<file path="src/hdl/video_port_and_scanline_timer_macros.svh">
// Assertion shorthands shared by the video port RTL.
// Each expects clk and rst_n in scope; checks are off while in reset.
`ifndef VIDEO_PORT_AND_SCANLINE_TIMER_MACROS_SVH
`define VIDEO_PORT_AND_SCANLINE_TIMER_MACROS_SVH

// property must hold at every clock edge out of reset
`define VPST_ASSERT(lbl, prop, msg) \
  lbl: assert property (@(posedge clk) disable iff (!rst_n) prop) else $error(msg);

// expression must never be true out of reset
`define VPST_NEVER(lbl, expr, msg) \
  lbl: assert property (@(posedge clk) disable iff (!rst_n) !(expr)) else $error(msg);

`endif

</file>
<file path="src/hdl/vpst_ram.sv">
// Simple dual-port RAM, one write and one registered read port
module vpst_ram #(
  parameter int WIDTH = 8,
  parameter int DEPTH = 256
) (
  input  logic                     clk,
  input  logic                     we,
  input  logic [$clog2(DEPTH)-1:0] waddr,
  input  logic [WIDTH-1:0]         wdata,
  input  logic [$clog2(DEPTH)-1:0] raddr,
  output logic [WIDTH-1:0]         rdata
);

  logic [WIDTH-1:0] mem [DEPTH];

  always_ff @(posedge clk) begin
    if (we) begin
      mem[waddr] <= wdata;
    end
    rdata <= mem[raddr];
  end

endmodule

</file>
<file path="config.mk">
export PLATFORM = sky130hd
export DESIGN_NAME = vpst_ram
export DESIGN_NICKNAME = d
export VERILOG_FILES = /design/src/hdl/video_port_and_scanline_timer_macros.svh /design/src/hdl/vpst_ram.sv
export SDC_FILE = /design/constraint.sdc
export NUM_CORES = 2
export LEC_CHECK = 0
export BUFFER_PORTS_ARGS = -buffer_cell sky130_fd_sc_hd__buf_2
export CAP_MARGIN = 10
export CORE_ASPECT_RATIO = 0.75
export CORE_UTILIZATION = 45
export DETAILED_ROUTE_END_ITERATION = 8
export HOLD_SLACK_MARGIN = 0.05
export SETUP_SLACK_MARGIN = 0.2
export SYNTH_ARGS = -nofsm -noshare
export SYNTH_HDL_FRONTEND = slang
export SYNTH_SLANG_ARGS = --single-unit
</file>
<file path="constraint.sdc">
create_clock -name clk -period 4.1 [get_ports clk]
set_input_delay 0.41 -clock clk [delete_from_list [all_inputs] [get_ports clk]]
set_output_delay 0.41 -clock clk [all_outputs]
set_load 0.01 [all_outputs]
</file>
==> out/results.ini <==
[power_and_ir_drop]
clockPowerShare_pct=40.2
switching_power_mw=9.18
power.total_mw=42.6
p_comb_share_pct=5.3
max-vdd-ir-drop_mv=0.383
powerDensity_mw_per_mm2=470
p_leak_nw=28.4
swShare_pct=21.6
p_int_mw=33.4
seqPwrFrac_pct=54.5

[yosys]
async_flop_share_pct=0
ys_types=55
synth_top_flop_cell=edfxtp_1
synth_area_sq_mm=0.0796
synth_compound_area_share_pct=3.42
synth_nets=3759
synth_edf_count=2048
synth_cells=3733
synthXorXnorAreaFrac_pct=0
yosys.area_share.adder_pct=0
ys_top_cells_by_area=edfxtp_1, mux4_2, mux2i_1
synth-seq-cells=2056
synth_warnings=0
synth.largest_area_cell=edfxtp_1
synth.area.mux_share_pct=14.6
synth_top_area_share_pct=77.3
yosysSeqAreaShare_pct=77.5
synth_top_family_by_area=multiplexers
syn_avg_cell_area_sq_um=21.3
synth_simple_gate_area_share_pct=2.63

[setup_path]
r2r_start=mem[211][3]
slowest_stage=nor3_1
worstSetupEndpointType=register
worstRegToRegCells=6
crit_required_ns=4.76
slowest_delay_ns=0.88
r2r_end=rdata[3]
reg2reg_slack_ns=1.02
path_max_fanout=68
setup.worst_path.start_class=input port
criticalPathCategory=in -> reg
cp_cell_sequence=buf_8, buf_12, buf_4, mux4_2, a22o_1, a221oi_1, o32ai_1, nor3_1, nor4_1
cp.arrival_ns=3.88

[cts]
htree_levels=4
cts_hold_buf=2
cts_setup_buffers=0
root_buffer=clkbuf_16
clk_latency_ns=0.83
cts.clk_slew.worst_paths_ns=0.06
cts_tree=done
cts_max_path_buffers=3
clock-sinks=2056
cts_made_buffers=188
postCtsResizedCells=0

[placement]
dpl.cell_count=6271
place_area_sq_mm=0.0847
gp_congestion=0.860
io_buffers=33
dp_hpwl_mm=130

[min_path]
hold_class=in -> reg
holdCritStartpoint=wdata[3]
min_path_cells=1
holdPathEnd=mem[67][3]

[floorplan]
num_rows=133
chipWidth_microns=488
initial_utilization_pct=45.4
fp.dieH_microns=366
coreArea_sq_mm=0.175
floorplan.die_area_sq_mm=0.178
ios=34

[finish]
postLayoutCellArea_sq_mm=0.0906
regArea_sq_mm=0.0617
nets=4129
layoutNonFillerInstCount=6621
multi_input_area_sq_mm=0.0165
drive_gt1_share_pct=26.8
syn_to_final_growth_pct=13.9
fillCellCount=13900

[route]
wl_met1_mm=91.8
ant_nets=0
detail_route.iter0.violations=5433
routed_wirelength_mm=205
drt_first_pass_iters=5
top_layer=met5
wl_met3_mm=18.3
routed_via_density=6.06
wl_per_cell_microns=31.0
dr_wl_met2_mm=91.0
vias=40100
drc=0

[timing]
finalSetupViolCount=0
finClkSkew_ns=0.0322
period_minus_slack_ns=3.22
final_max_slew_viol_count=0
fin_crit_sh_pct=78.6
rsz0062_at_grt=no
slew_headroom_pct=22.7
worst_slew_pin_slew_ns=1.16
hold_viol=0
max_freq_mhz=310

[grt]
antenna_found_initial=13
grt_max_degree=134
grt_usage_pct=23.1
grt_first_pass_wirelength_mm=294
grt_pass1_vias=39200
globalRouteOverflowTotal=0

[flow_run]
maxCapViolCount=0

[status]
status=finished clean

==> power by group through the flow <==
stage	combinational (mW)	clock (mW)	sequential, mW
global route	2.34	18.1	23.2
floorplan	1.13	0	23.6
finish	2.24	17.1	23.2
global placement	2.21	0	23.7
detailed placement	2.24	0	23.7
CTS	2.24	17.4	23.2
==> cells by family after synthesis <==
logic type | Yosys count
flip-flops | 2056
multiplexers | 591
AND/OR/NAND/NOR | 466
AO/OA/AOI/OAI | 385
buffers and inverters | 235
==> worst max-delay path: cells and delay by family <==
kind / cells / cell delay (ns)
compound gates: 3 / 0.98
simple gates: 2 / 1.01
buf+inv: 3 / 1.00
mux: 1 / 0.32
==> sequential cells by signal, summed over array words and instances (netlist names) <==
register  cells
mem        2048
rdata         8
==> metal layers <==
layer	up-vias	track usage, %
met2	1896	33.2
met3	297	4.48
met5	-	0
met1	21500	36.2
li1	16500	-
met4	8	5.61
==> cells in the mapped netlist (13+ instances only) <==
library cell  number
nand2_1           33
nor4_1            24
buf_6             21
o221ai_1          46
a221oi_1          13
nand3_1           34
a22oi_1          133
buf_8             13
buf_4             27
mux4_2           454
a211oi_1          16
clkbuf_1         111
nor2b_1           31
a21oi_1           96
o22ai_1           28
edfxtp_1        2048
mux2i_1          134
buf_2             31
nor2_1           282
buf_1             22
nor3_1            22
==> how the worst max path moves through the flow <==
stage                         from        to  slack (ns)  cells after the start
after global routing      raddr[1]  rdata[3]        0.93                      9
after global placement    raddr[1]  rdata[0]       -0.46                      9
after floorplan           raddr[0]  rdata[2]        1.75                      9
final                     raddr[1]  rdata[3]        0.88                      9
after CTS                 raddr[1]  rdata[3]        1.02                      9
after detailed placement  raddr[1]  rdata[3]        0.11                      9
==> cell type report <==
class	count	area share [%]
multi-input cells	1442	18.2
flip-flops and latches	2056	68.1
clock buffers	239	5.46
clock inverters	106	1.05
well taps	2362	3.26
inverters	2	0.00829
diodes	1	0.00276
repair buffers	413	3.92
==> placed cells by master, fill, tap and decap left out, types with 16 or more instances in the layout <==
master	Yosys	layout
o22ai_1	28	28
buf_4	27	343
nor4_1	24	20
nand3_1	34	31
clkbuf_1	111	47
a21oi_1	96	96
mux4_2	454	454
clkinv_1	1	50
buf_2	31	21
a211oi_1	16	16
a22oi_1	133	133
nand2_1	33	33
mux2i_1	134	134
nor2_1	282	277
edfxtp_1	2048	2048
clkbuf_16	0	189
nor2b_1	31	28
nor3_1	22	22
buf_12	8	33
o221ai_1	46	46
clkinv_2	0	26
==> per-stage QoR <==
step | hold WS (ns) | util [%] | TNS [ns] | setup WS [ns]
finish | 0.0864 | 51.7 | 0 | 0.877
global route | 0.113 | 51.7 | 0 | 0.935
CTS | 0.0769 | 51.6 | 0 | 1.02
detailed placement | 0.903 | 48.3 | 0 | 0.115
global placement | 0.894 | 48.2 | -0.714 | -0.459
floorplan | 0.509 | - | 0 | 1.75
Power figures use the tool's default switching activity.
